**config.mk**
```make
export PLATFORM = sky130hd
export DESIGN_NAME = ddt_front
export DESIGN_NICKNAME = d
export VERILOG_FILES = /design/src/design/ddt_pkg.sv /design/src/design/ddt_front.sv
export SDC_FILE = /design/constraint.sdc
export NUM_CORES = 1
export LEC_CHECK = 0
export ABC_CLOCK_PERIOD_IN_PS = 24100
export BUFFER_PORTS_ARGS = -buffer_cell sky130_fd_sc_hd__buf_4
export CORE_MARGIN = 2
export CORE_UTILIZATION = 50
export DETAILED_ROUTE_END_ITERATION = 8
export PLACE_DENSITY = 0.7
export RECOVER_POWER = 25
export SYNTH_ARGS = -nofsm -noshare
export SYNTH_HDL_FRONTEND = slang
export SYNTH_SLANG_ARGS = --single-unit
```
**constraint.sdc**
```tcl
create_clock -name vclk -period 24.1
set_input_delay 1.205 -clock vclk [all_inputs]
set_output_delay 1.205 -clock vclk [all_outputs]
set_load 0.03 [all_outputs]
```
**src/design/ddt_pkg.sv**
```systemverilog
// Shared types, constants and helpers of the detection dedup table.
// Used by every module of the block; depends on nothing.
package ddt_pkg;

    localparam int TABLE_DEPTH  = 16;
    localparam int FRAME_DEPTH  = 16;
    localparam int COORD_BITS   = 16;
    localparam int RESULT_LIMIT = 16;

    localparam int LABEL_W  = 8;
    localparam int FIELD_W  = 16;
    localparam int Q_BITS   = 16;
    localparam int AREA_W   = 2 * COORD_BITS;
    localparam int SUM_W    = AREA_W + 1;
    localparam int PROD_W   = SUM_W + Q_BITS;

    localparam int IDX_W    = (TABLE_DEPTH > 1) ? $clog2(TABLE_DEPTH) : 1;
    localparam int FIDX_W   = (FRAME_DEPTH > 1) ? $clog2(FRAME_DEPTH) : 1;
    localparam int QIDX_W   = $clog2(TABLE_DEPTH + 1);
    localparam int CNT_W    = $clog2(FRAME_DEPTH + 1);
    localparam int RES_W    = $clog2(RESULT_LIMIT + 1);
    localparam int SCAN_W   = (TABLE_DEPTH > FRAME_DEPTH) ? $clog2(TABLE_DEPTH + 1)
                                                          : $clog2(FRAME_DEPTH + 1);

    localparam int IN_DATA_W  = 80;
    localparam int OUT_DATA_W = 72;
    localparam int CFG_IDX_W  = 2;

    localparam logic [15:0] IOU_THR_RST   = 16'd62259;
    localparam logic [7:0]  RETENTION_RST = 8'd5;
    localparam logic [15:0] REP_DIST_RST  = 16'd1475;
    localparam logic [7:0]  AGE_MAX       = 8'hFF;

    typedef enum logic [1:0] {
        CMD_PRE   = 2'd0,
        CMD_ZS    = 2'd1,
        CMD_TICK  = 2'd2,
        CMD_QUERY = 2'd3
    } t_cmd;

    typedef enum logic [2:0] {
        STAT_INSERTED  = 3'd0,
        STAT_REPLACED  = 3'd1,
        STAT_REPEATED  = 3'd2,
        STAT_FULL      = 3'd3,
        STAT_TICK_DONE = 3'd4,
        STAT_ENTRY     = 3'd5,
        STAT_NONE      = 3'd6
    } t_status;

    typedef enum logic [CFG_IDX_W-1:0] {
        REG_IOU_THR   = 2'd0,
        REG_RETENTION = 2'd1,
        REG_REP_DIST  = 2'd2
    } t_reg_idx;

    typedef enum logic [2:0] {
        S_IDLE,
        S_DIST,
        S_IOU,
        S_EMIT,
        S_QUERY
    } t_state;

    typedef logic [COORD_BITS-1:0] t_coord;

    typedef struct packed {
        t_cmd                cmd;
        logic [LABEL_W-1:0]  label;
        logic                all;
        logic                fstart;
        t_coord [3:0]        box;
        t_coord              cx;
        t_coord              cy;
        logic [AREA_W-1:0]   area;
    } t_job;

    typedef struct packed {
        logic [15:0] iou_thr;
        logic [7:0]  retention;
        logic [15:0] rep_dist;
    } t_cfg;

    function automatic t_coord span(input t_coord lo, input t_coord hi);
        span = (hi > lo) ? t_coord'(hi - lo) : '0;
    endfunction

endpackage

```
**src/design/ddt_front.sv**
```systemverilog
// Front end: takes input words, unpacks and classifies them into jobs.
// Precomputes centroid and box area. Depends on ddt_pkg.
module ddt_front (
    input  logic                                   i_valid,
    output logic                                   o_ready,
    input  logic [ddt_pkg::IN_DATA_W-1:0]          i_data,
    input  logic [1:0]                             i_user,
    input  logic                                   i_full,
    output logic                                   o_push,
    output ddt_pkg::t_job                          o_job
);

    ddt_pkg::t_coord [3:0]              w_box;
    logic [ddt_pkg::COORD_BITS:0]       w_sx;
    logic [ddt_pkg::COORD_BITS:0]       w_sy;
    ddt_pkg::t_coord                    w_w;
    ddt_pkg::t_coord                    w_h;

    assign o_ready = !i_full;
    assign o_push  = i_valid && !i_full;

    always_comb begin
        w_box[0] = i_data[10 +: ddt_pkg::COORD_BITS];
        w_box[1] = i_data[26 +: ddt_pkg::COORD_BITS];
        w_box[2] = i_data[42 +: ddt_pkg::COORD_BITS];
        w_box[3] = i_data[58 +: ddt_pkg::COORD_BITS];
        w_sx = {1'b0, w_box[0]} + {1'b0, w_box[2]};
        w_sy = {1'b0, w_box[1]} + {1'b0, w_box[3]};
        w_w  = ddt_pkg::span(w_box[0], w_box[2]);
        w_h  = ddt_pkg::span(w_box[1], w_box[3]);

        o_job.cmd    = ddt_pkg::t_cmd'(i_user);
        o_job.label  = i_data[7:0];
        o_job.all    = i_data[8];
        o_job.fstart = i_data[9];
        o_job.box    = w_box;
        o_job.cx     = w_sx[ddt_pkg::COORD_BITS:1];
        o_job.cy     = w_sy[ddt_pkg::COORD_BITS:1];
        o_job.area   = w_w * w_h;
    end

endmodule

```
==> results of run 1 <==
==> Yosys cell counts, types with 9 or more instances <==
cell      number
nand2_1      119
buf_2         20
a21o_1        22
nand2b_1      17
a211oi_1       9
xnor2_1       60
and2_1         9
a31oi_1        9
xor2_1        23
clkbuf_1      29
o21ai_0       46
and3_1        12
ha_1         168
nand3_1       62
nor2b_1        9
fa_1         198
nand4_1       14
o21a_1        15
o21bai_1      14
inv_1        300
a21oi_1       83
nor3_1        63
buf_4         77
nor2_1       129
==> report_power, final <==
group	switching [mW]	total (mW)	internal (mW)
logic	0.371	0.576	0.204
registers	0	0	0
clock network	0	0	0
==> cells by family (layout without fill, tap and decap cells) <==
| logic type | count (synthesis) | after routing | share of synthesized area |
|---|---|---|---|
| compound gates | 262 | 262 | 0.137 |
| fa+ha+maj | 366 | 366 | 0.475 |
| xor+xnor | 83 | 83 | 0.0569 |
| mux | 2 | 2 | 0.00157 |
| buf+inv | 437 | 511 | 0.154 |
| simple gates | 473 | 473 | 0.175 |
==> layout make-up <==
cell class                 count  area, um2  share of cell area
timing repair buffer         211       1500               0.108
tap                          330        413              0.0298
inverter                     300       1130              0.0813
multi-input combinational   1186      10800               0.781
==> metrics by stage <==
step | cell area [um2] | std cells | hold WS, ns
after floorplan | 12800 | 1623 | 2.52
after global placement | 13900 | 2027 | 2.41
after detailed placement | 13900 | 2027 | 2.41
after CTS | 13900 | 2027 | 2.41
after global routing | 13800 | 2027 | 2.41
final | 13800 | 2027 | 2.41
==> layer usage <==
layer,GRT usage,share of wire,vias to the layer above
li1,-,-,5352
met1,0.344,0.41,5586
met2,0.466,0.49,450
met3,0.0247,0.074,67
met4,0.0654,0.028,0
met5,0,0,-
==> worst paths after layout <==
| path | slack, ns | endpoint | startpoint | cells past startpoint |
|---|---|---|---|---|
| worst min-delay path | 2.41 | o_job[133] | i_data[3] | 0 |
| worst max-delay path | 12.87 | o_job[31] | i_data[37] | 31 |
==> impl_metrics.csv, run 1 <==
group,metric,value,unit
status,status,"finished clean",
floorplanning,die_x,164,um
floorplanning,fp.dieArea,0.0269,mm2
final_layout,layout_common_cells,"300 x inv_1, 198 x fa_1, 188 x buf_4",
sta,rsz0062_at_grt,"no",
detailed_routing,vias,11500,
critical_path,slowest_delay,0.89,ns
sta,fmax,89.0,MHz
hold_path,hold_path_class,"in2out",
final_layout,num_antenna_cells,0,
run,drv_cap,0,
detailed_routing,post-route-drc-count,0,
pwr,vdd_drop_max,31.9,uV
floorplanning,start_util,0.509,
final_layout,syn2layout_area_growth,8.37,%
critical_path,path_max_fanout,20,
sta,final-hold-violation-count,0,
final_layout,fin_util,0.552,
place,dp_slack,12.98,ns
floorplanning,core_area,0.0251,mm2
place,place_congestion,0.956,
final_layout,seq_area,0,um2
synthesis,synth_area,0.0128,mm2
global_route,antenna_found_initial,0,
synthesis,synth_area_leaders,"fa_1 31%, ha_1 16%, inv_1 8.8%, buf_4 4.5%, xnor2_1 4.1%",
sta,min_period_over_period,0.466,
floorplanning,boundaryPins,226,
final_layout,drive_above_1_share,0.121,
synthesis,seq_area_frac_synth,0,
sta,fin_ws,12.87,ns
sta,setup_viol,0,
critical_path,cpLargestDelayFamily,"adder cells",
synthesis,ys_types,74,
sta,worstMarginPinSlew,1.24,ns
detailed_routing,wl,34600,um
global_route,grt_overflow_total,0,
critical_path,path_buf_inv,9,
critical_path,worstPathArrival,10.03,ns
final_layout,seq_cells,0,
sta,tns,0,ns
synthesis,syn-num-nets,2073,
synthesis,post-synth-top-area-fraction,0.310,
synthesis,postSynthCellCount,1623,
sta,period_minus_slack,11.23,ns
final_layout,nClkBuffers,0,
clock_network,cts_setup_buffers,0,
floorplanning,rows,58,
final_layout,nFillCells,2502,
synthesis,syn_area_per_cell,7.87,um2
detailed_routing,drt-initial-drc-count,907,
critical_path,worstSetupPathType,"in2out",
critical_path,end_kind,"output pin",
synthesis,synth_warnings,0,
pwr,p_leak,7.12,nW
detailed_routing,drt-vias-per-instance,5.65,
final_layout,fin_nets,2149,
place,port_buffers,196,
detailed_routing,wl_per_cell,17.1,um
final_layout,final_common_cell,"inv_1",
pwr,power,0.576,mW
floorplanning,dieHeight,164,um
global_route,grt_usage,0.263,
global_route,grt_max_degree,35,
clock_network,postCtsHoldBufs,0,
critical_path,slowest_stage,"nor2_1",
clock_network,cts_resized,0,
synthesis,yosysTopAreaCell,"fa_1",
detailed_routing,ant_nets,0,
sta,drv_slew,0,
critical_path,cp.required,22.89,ns
global_route,grt_pass1_wl,57100,um
global_route,grt_pass1_vias,11700,
pwr,power.density,41.6,mW/mm2
sta,maxSlewHeadroom,0.168,
critical_path,start_kind,"primary input",
detailed_routing,drt_first_pass_iters,6,
place,dp_hpwl,29800,um
(Power assumes the default switching activity.)
==> inputs of run 2 (changes only) <==
- ABC_AREA: not set -> 1
- ABC_CLOCK_PERIOD_IN_PS: 24100 -> 11400
- PLACE_DENSITY: 0.7 -> 0.69
- clock period: 24.1 -> 11.4 ns (I/O delays scaled with it)
==> run 2 against run 1 <==
  * The flow now finishes with violations (DRC)
  * Critical path depth increased by 4
  * Clock-buffer cell count unchanged
  * Combinational power increased to 3.4 times the previous value
  * Critical path type unchanged
  * Critical endpoint is now o_job[24]
  * Highest routed layer unchanged
==> impl_metrics.csv, run 2 <==
group,metric,value,unit
global_route,antenna_found_initial,0,
critical_path,worstPathArrival,8.21,ns
pwr,power.density,136,mW/mm2
final_layout,seq_cells,0,
floorplanning,start_util,0.510,
critical_path,slowest_stage,"fa_1",
synthesis,syn_area_per_cell,6.58,um2
global_route,grt_usage,0.276,
final_layout,drive_above_1_share,0.0915,
place,place_congestion,0.987,
detailed_routing,drt-initial-drc-count,787,
pwr,combPwrFrac,1.000,
synthesis,synth_area_leaders,"fa_1 30%, ha_1 16%, nand2_1 15%, inv_1 13%, nor2_1 6.3%",
sta,fmax,114,MHz
detailed_routing,vias,12600,
status,violations,"DRC",
synthesis,yosysTopAreaCell,"fa_1",
critical_path,cpLargestDelayFamily,"adder cells",
critical_path,crit_top_cell,"nand2_1",
status,status,"finished, violations left",
final_layout,nClkBuffers,0,
sta,fin_ws,2.62,ns
hold_path,hold_path_class,"in2out",
synthesis,post-synth-top-area-fraction,0.297,
final_layout,layout_common_cells,"533 x nand2_1, 470 x inv_1, 225 x nor2_1",
pwr,seqPwrFrac,0,
final_layout,fin_nets,2572,
floorplanning,boundaryPins,226,
detailed_routing,wl_per_cell,15.3,um
final_layout,syn2layout_area_growth,8.39,%
sta,drv_slew,0,
synthesis,syn-num-nets,2476,
sta,worstMarginPinSlew,1.19,ns
pwr,switching_share,0.656,
sta,min_period_over_period,0.770,
final_layout,final_common_cell,"nand2_1",
synthesis,synth_top_cells_by_count,"533 x nand2_1, 470 x inv_1, 225 x nor2_1",
synthesis,postSynthCellCount,2026,
floorplanning,die_x,167,um
final_layout,stdcell_area,0.0145,mm2
synthesis,synth_warnings,0,
pwr,p_leak,8.54,nW
clock_network,postCtsHoldBufs,0,
sta,setup_viol,0,
global_route,grt_pass1_vias,13000,
global_route,grt_max_degree,17,
sta,period_minus_slack,8.78,ns
synthesis,yosysMostFrequentCell,"nand2_1",
detailed_routing,ant_nets,0,
critical_path,slowest_delay,0.53,ns
synthesis,ys_types,35,
critical_path,cp.required,10.83,ns
pwr,internal-power,0.676,mW
synthesis,seq_area_frac_synth,0,
place,placed_area,0.0145,mm2
run,drv_cap,0,
synthesis,synth_area,0.0133,mm2
place,port_buffers,196,
sta,final-hold-violation-count,0,
clock_network,cts_setup_buffers,0,
clock_network,cts_resized,0,
place,dp_hpwl,32300,um
critical_path,start_kind,"primary input",
pwr,switchingPower,1.29,mW
critical_path,path_max_fanout,13,
detailed_routing,wl,37700,um
place,dp.cells,2455,
final_layout,num_antenna_cells,0,
sta,tns,0,ns
floorplanning,fp.dieArea,0.0280,mm2
critical_path,path_buf_inv,10,
sta,maxSlewHeadroom,0.203,
detailed_routing,drt_first_pass_iters,8,
floorplanning,rows,59,
final_layout,final_cells,2455,
place,dp_slack,2.68,ns
critical_path,worstSetupPathType,"in2out",
detailed_routing,post-route-drc-count,10,
sta,rsz0062_at_grt,"no",
floorplanning,core_area,0.0261,mm2
detailed_routing,drt-vias-per-instance,5.15,
pwr,vdd_drop_max,229,uV
floorplanning,dieHeight,167,um
global_route,grt_overflow_total,0,
global_route,grt_pass1_wl,63000,um
final_layout,seq_area,0,um2
critical_path,end_kind,"output pin",
pwr,p_clk_frac,0,
run 2: power groups by stage:
stage,clock [mW],sequential [mW],combinational [mW]
floorplan,0,0,1.38
global placement,0,0,1.95
detailed placement,0,0,1.97
CTS,0,0,1.98
global route,0,0,2.19
finish,0,0,1.97
run 2: cells by family after synthesis:
logic type | Yosys count | share of synthesized area
AOI/OAI and AO/OA | 115 | 0.0484
buffers and inverters | 584 | 0.189
adders and majority gates | 366 | 0.455
and+or+nand+nor | 917 | 0.279
xor gates and xnor gates | 44 | 0.0289
run 2: final cells by class:
cell class                 instances  area (um2)
multi-input combinational       1442       10800
tap                              335         419
timing repair buffer             202        1430
fill                            2661       11700
inverter                         476        1790
run 2: per-layer routing:
metal / vias to the layer above / global-route usage / wire length, um
met3: 82 / 0.0411 / 2890
met1: 5975 / 0.353 / 15700
li1: 6153 / - / -
met2: 432 / 0.491 / 18000
met4: 0 / 0.0703 / 1050
met5: - / 0 / 0
run 2: path summary, 6_finish.rpt:
| kind | start | endpoint | cells after the start |
|---|---|---|---|
| setup / recovery | i_data[42] | o_job[24] | 35 |
| hold / removal | i_data[0] | o_job[130] | 0 |
run 2: metrics by stage:
stage | total power [mW] | hold WS (ns) | utilization
6_report | 1.97 | 1.14 | 0.553
2_1_floorplan | 1.38 | 1.25 | -
3_5_place_dp | 1.97 | 1.14 | 0.557
3_3_place_gp | 1.95 | 1.14 | 0.557
4_1_cts | 1.98 | 1.14 | 0.557
5_1_grt | 2.19 | 1.14 | 0.553
