--- src/design/ddt_pkg.sv ---
// Shared types, constants and helpers of the detection dedup table.
// Used by every module of the block; depends on nothing.
package ddt_pkg;

    localparam int TABLE_DEPTH  = 16;
    localparam int FRAME_DEPTH  = 16;
    localparam int COORD_BITS   = 16;
    localparam int RESULT_LIMIT = 16;

    localparam int LABEL_W  = 8;
    localparam int FIELD_W  = 16;
    localparam int Q_BITS   = 16;
    localparam int AREA_W   = 2 * COORD_BITS;
    localparam int SUM_W    = AREA_W + 1;
    localparam int PROD_W   = SUM_W + Q_BITS;

    localparam int IDX_W    = (TABLE_DEPTH > 1) ? $clog2(TABLE_DEPTH) : 1;
    localparam int FIDX_W   = (FRAME_DEPTH > 1) ? $clog2(FRAME_DEPTH) : 1;
    localparam int QIDX_W   = $clog2(TABLE_DEPTH + 1);
    localparam int CNT_W    = $clog2(FRAME_DEPTH + 1);
    localparam int RES_W    = $clog2(RESULT_LIMIT + 1);
    localparam int SCAN_W   = (TABLE_DEPTH > FRAME_DEPTH) ? $clog2(TABLE_DEPTH + 1)
                                                          : $clog2(FRAME_DEPTH + 1);

    localparam int IN_DATA_W  = 80;
    localparam int OUT_DATA_W = 72;
    localparam int CFG_IDX_W  = 2;

    localparam logic [15:0] IOU_THR_RST   = 16'd62259;
    localparam logic [7:0]  RETENTION_RST = 8'd5;
    localparam logic [15:0] REP_DIST_RST  = 16'd1475;
    localparam logic [7:0]  AGE_MAX       = 8'hFF;

    typedef enum logic [1:0] {
        CMD_PRE   = 2'd0,
        CMD_ZS    = 2'd1,
        CMD_TICK  = 2'd2,
        CMD_QUERY = 2'd3
    } t_cmd;

    typedef enum logic [2:0] {
        STAT_INSERTED  = 3'd0,
        STAT_REPLACED  = 3'd1,
        STAT_REPEATED  = 3'd2,
        STAT_FULL      = 3'd3,
        STAT_TICK_DONE = 3'd4,
        STAT_ENTRY     = 3'd5,
        STAT_NONE      = 3'd6
    } t_status;

    typedef enum logic [CFG_IDX_W-1:0] {
        REG_IOU_THR   = 2'd0,
        REG_RETENTION = 2'd1,
        REG_REP_DIST  = 2'd2
    } t_reg_idx;

    typedef enum logic [2:0] {
        S_IDLE,
        S_DIST,
        S_IOU,
        S_EMIT,
        S_QUERY
    } t_state;

    typedef logic [COORD_BITS-1:0] t_coord;

    typedef struct packed {
        t_cmd                cmd;
        logic [LABEL_W-1:0]  label;
        logic                all;
        logic                fstart;
        t_coord [3:0]        box;
        t_coord              cx;
        t_coord              cy;
        logic [AREA_W-1:0]   area;
    } t_job;

    typedef struct packed {
        logic [15:0] iou_thr;
        logic [7:0]  retention;
        logic [15:0] rep_dist;
    } t_cfg;

    function automatic t_coord span(input t_coord lo, input t_coord hi);
        span = (hi > lo) ? t_coord'(hi - lo) : '0;
    endfunction

endpackage

--- src/design/ddt_fifo.sv ---
// Two-entry job queue between the front end and the table engine.
// Depends on ddt_pkg for the job type.
module ddt_fifo (
    input  logic           i_clk,
    input  logic           i_rst_n,
    input  logic           i_push,
    input  ddt_pkg::t_job  i_job,
    output logic           o_full,
    input  logic           i_pop,
    output logic           o_valid,
    output ddt_pkg::t_job  o_job
);

    ddt_pkg::t_job r_mem [2];
    logic          r_wp;
    logic          r_rp;
    logic [1:0]    r_cnt;

    assign o_full  = (r_cnt == 2'd2);
    assign o_valid = (r_cnt != 2'd0);
    assign o_job   = r_mem[r_rp];

    always_ff @(posedge i_clk) begin
        if (!i_rst_n) begin
            r_wp  <= 1'b0;
            r_rp  <= 1'b0;
            r_cnt <= 2'd0;
        end else begin
            if (i_push) begin
                r_wp <= !r_wp;
            end
            if (i_pop) begin
                r_rp <= !r_rp;
            end
            r_cnt <= r_cnt + {1'b0, i_push} - {1'b0, i_pop};
        end
    end

    always_ff @(posedge i_clk) begin
        if (i_push) begin
            r_mem[r_wp] <= i_job;
        end
    end

endmodule

--- config.mk ---
export PLATFORM = sky130hd
export DESIGN_NAME = ddt_fifo
export DESIGN_NICKNAME = d
export VERILOG_FILES = /design/src/design/ddt_pkg.sv /design/src/design/ddt_fifo.sv
export SDC_FILE = /design/constraint.sdc
export NUM_CORES = 1
export LEC_CHECK = 0
export ABC_CLOCK_PERIOD_IN_PS = 8100
export BUFFER_PORTS_ARGS = -buffer_cell sky130_fd_sc_hd__buf_2
export CAP_MARGIN = 20
export CORE_MARGIN = 8
export CORE_UTILIZATION = 47
export DETAILED_ROUTE_END_ITERATION = 12
export GPL_ROUTABILITY_DRIVEN = 0
export PLACE_DENSITY = 0.75
export SLEW_MARGIN = 40
export SYNTH_ARGS = -nofsm -noshare
export SYNTH_HDL_FRONTEND = slang
export SYNTH_SLANG_ARGS = --single-unit
--- constraint.sdc ---
create_clock -name i_clk -period 8.1 [get_ports i_clk]
set_input_delay 1.62 -clock i_clk [delete_from_list [all_inputs] [get_ports i_clk]]
set_output_delay 1.62 -clock i_clk [all_outputs]
set_load 0.01 [all_outputs]
==> impl_metrics.tcl, run 1 <==
set metrics [dict create \
    synth.top_cells.by_area "edfxtp_1 (78%), mux2_4 (14%), mux2_2 (4.2%)" \
    initial_utilization 0.476 \
    layout-drive-gt1-share 0.610 \
    fin_total_pwr_mw 3.43 \
    clk_pin_slew_ns 0.06 \
    portBuffers 285 \
    die_w_um 167 \
    yosysTopAreaCell "edfxtp_1" \
    synth_area_sq_um 10700 \
    syn_avg_cell_area_sq_um 23.5 \
    hold_buffers 0 \
    fmax_ghz 0.242 \
    worstPathMaxFanout 29 \
    powerDensity_nw_per_um2 255 \
    path_cells "buf_12 > buf_12 > buf_4 > mux2_4 > buf_2" \
    tritoncts "built" \
    worst_path_most_repeated_cell "buf_12" \
    clock-sinks 285 \
    hp-class "flip-flop to flip-flop" \
    ys_seq_area_frac 0.792 \
    required_ns 6.48 \
    ctsResizeCount 0 \
    synth_top_area_frac 0.782 \
    clock_latency_ns 0.52 \
    syn_nets 603 \
    ys_types 15 \
    arrival_ns 2.51 \
    grt_setup_unrepaired "no" \
    relSlewSlack 0.497 \
    setup_viol 0 \
    track_usage 0.147 \
    worst_pin_slew_ns 0.754 \
    cts_root_buf "clkbuf_16" \
    drt_iter0_drc 318 \
    yosysWarnings 0 \
    drcViolationCount 0 \
    ys_ff_latch 285 \
    route.vias.total 5263 \
    h-tree-depth 1 \
    p_leak_nw 5.30 \
    area_delta_synth_final_pct 25.3 \
    synthCells 457 \
    startpoint_type "flip-flop" \
    cts_setup_buffers 0 \
    fin_worst_skew_ns 0.00941 \
    drtAntennaViolNets 0 \
    final_nets 911 \
    layout_min_cycle_time_ns 4.13 \
    worst_setup_path_end_kind "output port" \
    grt_pass1_wl_um 32600 \
    viasPerCell 4.90 \
    die_y_um 167 \
    maxSlewViolCount 0 \
    cpMaxStageDelayCell "dfxtp_4" \
    fp-row-count 55 \
    core-area_sq_um 22600 \
    antenna_found_initial 5 \
    period_share 0.509 \
    ir_drop_v 0.000212 \
    wl_per_cell_um 20.0 \
    worstSetupPathType "flip-flop to output port" \
    die_area_sq_um 28000 \
    final.setup.tns_ns 0 \
    dp_hpwl_um 14900 \
    critPathTopFamily "buffers and inverters" \
    cts_buffers 29 \
    clk_path_buf_depth 3 \
    io_pins 286 \
    finalHoldViolations 0 \
    grt_pass1_vias 5762 \
    outcome "completed" \
    routed_wl_um 21500 \
    grt_max_degree 77 \
    cap_viol_max_count 0 \
    gr-total-overflow 0 \
    firstDrtPassIters 4 \
    critPathMaxStageDelay_ns 0.54 \
    path_buf_inv 4 \
]
[placed cells by master (no fill, tap or decap), types with 2 or more instances in the layout]
cell type  count
clkbuf_1       5
buf_2        285
bufinv_16      5
dfxtp_1        4
nor2b_1        3
mux2_2        40
buf_6          4
and2_1         3
clkbuf_16     29
clkinv_2       8
ha_1           2
inv_1          2
edfxtp_1     280
mux2_4       100
buf_12         3
clkinv_1       5
[worst reg2reg max path, cell delays in order, from the launching register on]
cell     delay [ns]
dfxtp_1        0.38
and2_4         0.45
buf_12         0.30
buf_6          0.61
[per-stage QoR]
step | utilization | hold slack (ns) | cells | setup slack [ns] | area, sq um
after floorplan | - | 0.555 | 457 | 2.37 | 10700
after global placement | 0.550 | 0.563 | 1016 | 3.89 | 12400
final | 0.596 | 0.577 | 1073 | 3.97 | 13500
after global routing | 0.596 | 0.612 | 1073 | 3.85 | 13500
after CTS | 0.596 | 0.583 | 1072 | 3.91 | 13500
after detailed placement | 0.553 | 0.570 | 1019 | 4.47 | 12500
[power breakdown]
| group | internal, mW | switching [mW] | total, mW | leakage [nW] |
|---|---|---|---|---|
| Clock | 0.813 | 0.514 | 1.33 | 0.478 |
| Combinational | 0.192 | 0.183 | 0.376 | 2.15 |
| Sequential | 1.71 | 0.0245 | 1.73 | 2.67 |
| Total | 2.71 | 0.722 | 3.43 | 5.30 |
[area by class of cell]
| class | instances | area [sq um] |
|---|---|---|
| Fill cell | 1681 | 9110 |
| Inverter | 2 | 7.51 |
| Antenna cell | 1 | 2.50 |
| Multi-Input combinational cell | 154 | 2080 |
| Tap cell | 285 | 357 |
| Timing Repair Buffer | 293 | 1540 |
| Clock buffer | 34 | 744 |
| Clock inverter | 19 | 218 |
| Sequential cell | 285 | 8510 |
[synth_stat cells]
master      n
inv_1       2
mux2_2     40
buf_8       1
and2_1      4
xnor3_1     1
dfxtp_1     5
xor2_1      1
o21a_1      1
buf_2       4
or2_2       1
mux2_4    100
buf_6      11
edfxtp_1  280
nor2b_1     4
ha_1        2
[sequential cells by signal, indices dropped and copies added, names as in the netlist, named ones only]
name	flops
r_rp	1
r_wp	1
r_mem	280
r_cnt	2
[routing by layer]
layer  routed length [um]  global-route usage  share of wire  vias up
met5                   55                   0         0.0026        -
met4                  317              0.0353          0.015        8
met3                 1930              0.0562          0.090       36
met2                10200               0.243           0.48      219
met1                 8920               0.179           0.42     2560
li1                     -                   -              -     2440
[logic make-up (layout without fill, tap and decap cells)]
family	Yosys count	count (layout)	synth area share
fa+ha+maj	2	2	0.00233
simple gates	9	9	0.00524
buf+inv	18	348	0.0155
compound gates	1	1	0.000699
mux	140	140	0.182
xor+xnor	2	2	0.00291
flops	285	285	0.792
other cells	0	1	0
[path summary, 6_finish.rpt]
path	startpoint	depth (start not counted)	end	slack, ns
setup / recovery	flip-flop	5	o_job[112]	3.97
hold / removal	r_rp	2	flip-flop	0.58
setup reg to reg	r_wp	3	r_mem[1][31]	5.93
hold reg to reg	r_rp	2	flip-flop	0.58
No activity file was read; power rests on OpenSTA's default activity.
==> inputs of run 2 (changes only) <==
--- a/config.mk
+++ b/config.mk
@@ -5,14 +5,14 @@
 export SDC_FILE = /design/constraint.sdc
 export NUM_CORES = 1
 export LEC_CHECK = 0
-export ABC_CLOCK_PERIOD_IN_PS = 8100
+export ABC_CLOCK_PERIOD_IN_PS = 4000
 export BUFFER_PORTS_ARGS = -buffer_cell sky130_fd_sc_hd__buf_2
 export CAP_MARGIN = 20
 export CORE_MARGIN = 8
-export CORE_UTILIZATION = 47
+export CORE_UTILIZATION = 52
 export DETAILED_ROUTE_END_ITERATION = 12
 export GPL_ROUTABILITY_DRIVEN = 0
-export PLACE_DENSITY = 0.75
+export PLACE_DENSITY = 0.79
 export SLEW_MARGIN = 40
 export SYNTH_ARGS = -nofsm -noshare
 export SYNTH_HDL_FRONTEND = slang
==> constraint.sdc (replaced) <==
create_clock -name i_clk -period 4 [get_ports i_clk]
set_input_delay 0.8 -clock i_clk [delete_from_list [all_inputs] [get_ports i_clk]]
set_output_delay 0.8 -clock i_clk [all_outputs]
set_load 0.01 [all_outputs]
==> run 2 against run 1 <==
Against the previous run: clock-buffer cell count rose by 1; setup slack got worse by 3.0 ns; routed wire length rose by 0.26%; sequential power rose by 100%; clock skew rose by 0.00062 ns; sequential share of layout area rose by 0.53 points.
==> impl_metrics.tcl, run 2 (synthesis results as in run 1) <==
set metrics [dict create \
    worstPathMaxFanout 36 \
    wl_per_cell_um 20.4 \
    die_area_sq_um 25500 \
    clock-sinks 285 \
    regToRegEndpoint "r_mem[1][59]" \
    grt_pass1_vias 5780 \
    hp-class "input pin to flip-flop" \
    maxSlewViolCount 0 \
    layout-drive-gt1-share 0.608 \
    ir_drop_v 0.000374 \
    final_common_cell "buf_2" \
    cap_viol_max_count 0 \
    antenna_found_initial 1 \
    required_ns 3.20 \
    busiest_layer "met2" \
    worst_pin_slew_ns 0.754 \
    viasPerCell 5.01 \
    finalHoldViolations 0 \
    worst_setup_path_end_kind "output port" \
    reg2reg_setup_slack_ns 2.33 \
    routed_wl_um 21500 \
    grt_pass1_wl_um 32500 \
    timing.hold.ws_ns 0.466 \
    cts_buffers 29 \
    startpoint_type "flip-flop" \
    initial_utilization 0.531 \
    clk_path_buf_depth 3 \
    fill_cells 1355 \
    core-area_sq_um 20200 \
    dp_hpwl_um 15100 \
    setup_viol 0 \
    cts_setup_buffers 0 \
    met2_usage 0.278 \
    layout_common_cells "buf_2 (285), edfxtp_1 (280), mux2_4 (100)" \
    critPathMaxStageDelay_ns 0.77 \
    grt_setup_unrepaired "no" \
    tritoncts "built" \
    final.setup.tns_ns 0 \
    area_delta_synth_final_pct 24.2 \
    cts_root_buf "clkbuf_16" \
    powerDensity_nw_per_um2 504 \
    p_leak_nw 5.24 \
    ctsResizeCount 0 \
    drtAntennaViolNets 0 \
    drcViolationCount 0 \
    path_cells "buf_12 > mux2_2 > buf_2" \
    firstDrtPassIters 4 \
    route.vias.total 5276 \
    worstHoldEndpoint "r_mem[1][27]" \
    drt_iter0_drc 322 \
    die_y_um 160 \
    hold_buffers 0 \
    r2r_start "r_wp" \
    io_pins 286 \
    holdPathStages 1 \
    h-tree-depth 1 \
    hold_start "i_job[27]" \
    grt_max_degree 95 \
    worstSetupPathType "flip-flop to output port" \
    clock_latency_ns 0.52 \
    gr-total-overflow 0 \
    reg.largest.list "r_mem: 280 flops, r_cnt: 2 flops" \
    fin_worst_skew_ns 0.0100 \
    portBuffers 285 \
    final_nets 911 \
    die_w_um 160 \
    reg2reg_depth 2 \
    clk_pin_slew_ns 0.06 \
    outcome "completed" \
    period_share 0.762 \
    largest_register_ffs 280 \
    cpMaxStageDelayCell "dfxtp_4" \
    track_usage 0.161 \
    arrival_ns 2.25 \
    fmax_ghz 0.328 \
    use_met1 0.188 \
    relSlewSlack 0.497 \
    layout_min_cycle_time_ns 3.05 \
    use_met3 0.0566 \
    fp-row-count 52 \
    regMostFlops "r_mem" \
]
[run 2: cell types whose count changed in the layout (fill, tap and decap cells not counted), sizes merged]
cell and change:
inv -1, bufinv -3, clkinvlp +2, clkbuf +1, clkinv -3
[run 2: final cells by class]
type                       count  area [sq um]  area share
inverter                       2          7.51    0.000562
clock buffer                  35           748      0.0560
clock inverter                14           124     0.00928
antenna                        1          2.50    0.000187
sequential                   285          8510       0.638
timing repair buffer         293          1540       0.115
multi-input combinational    154          2080       0.156
tap                          270           338      0.0253
[run 2: critical path: cells and delay by family, from the launching register on]
family                 cells  cell delay (ns)
multiplexers               1             0.39
buffers and inverters      2             0.46
flip-flops                 1             0.77
[run 2: stage by stage]
step | util | power (mW) | instances | setup WS [ns] | area (sq um)
floorplan | - | 4.03 | 457 | 0.654 | 10800
global placement | 0.617 | 4.31 | 1004 | 1.50 | 12500
detailed placement | 0.617 | 4.34 | 1004 | 1.47 | 12500
CTS | 0.660 | 6.81 | 1053 | 0.896 | 13300
global route | 0.660 | 6.97 | 1053 | 0.845 | 13300
finish | 0.660 | 6.73 | 1054 | 0.954 | 13400
[run 2: routing by layer]
layer,wire [um],part of all wire
met5,10,0.00046
met3,1940,0.090
met4,420,0.020
met1,8500,0.40
met2,10600,0.49
[run 2: worst max-delay path by stage]
| stage | endpoint | slack, ns |
|---|---|---|
| floorplan | r_mem[0][0] | 0.65 |
| global placement | o_job[126] | 1.50 |
| detailed placement | o_job[97] | 1.47 |
| CTS | o_job[97] | 0.90 |
| global route | o_job[97] | 0.85 |
| finish | o_job[18] | 0.95 |
[run 2: where the power goes]
part | internal [mW] | leakage, nW | switching [mW] | total (mW)
registers | 3.46 | 2.67 | 0.0595 | 3.52
logic | 0.390 | 2.15 | 0.364 | 0.754
clock network | 1.45 | 0.423 | 1.01 | 2.46
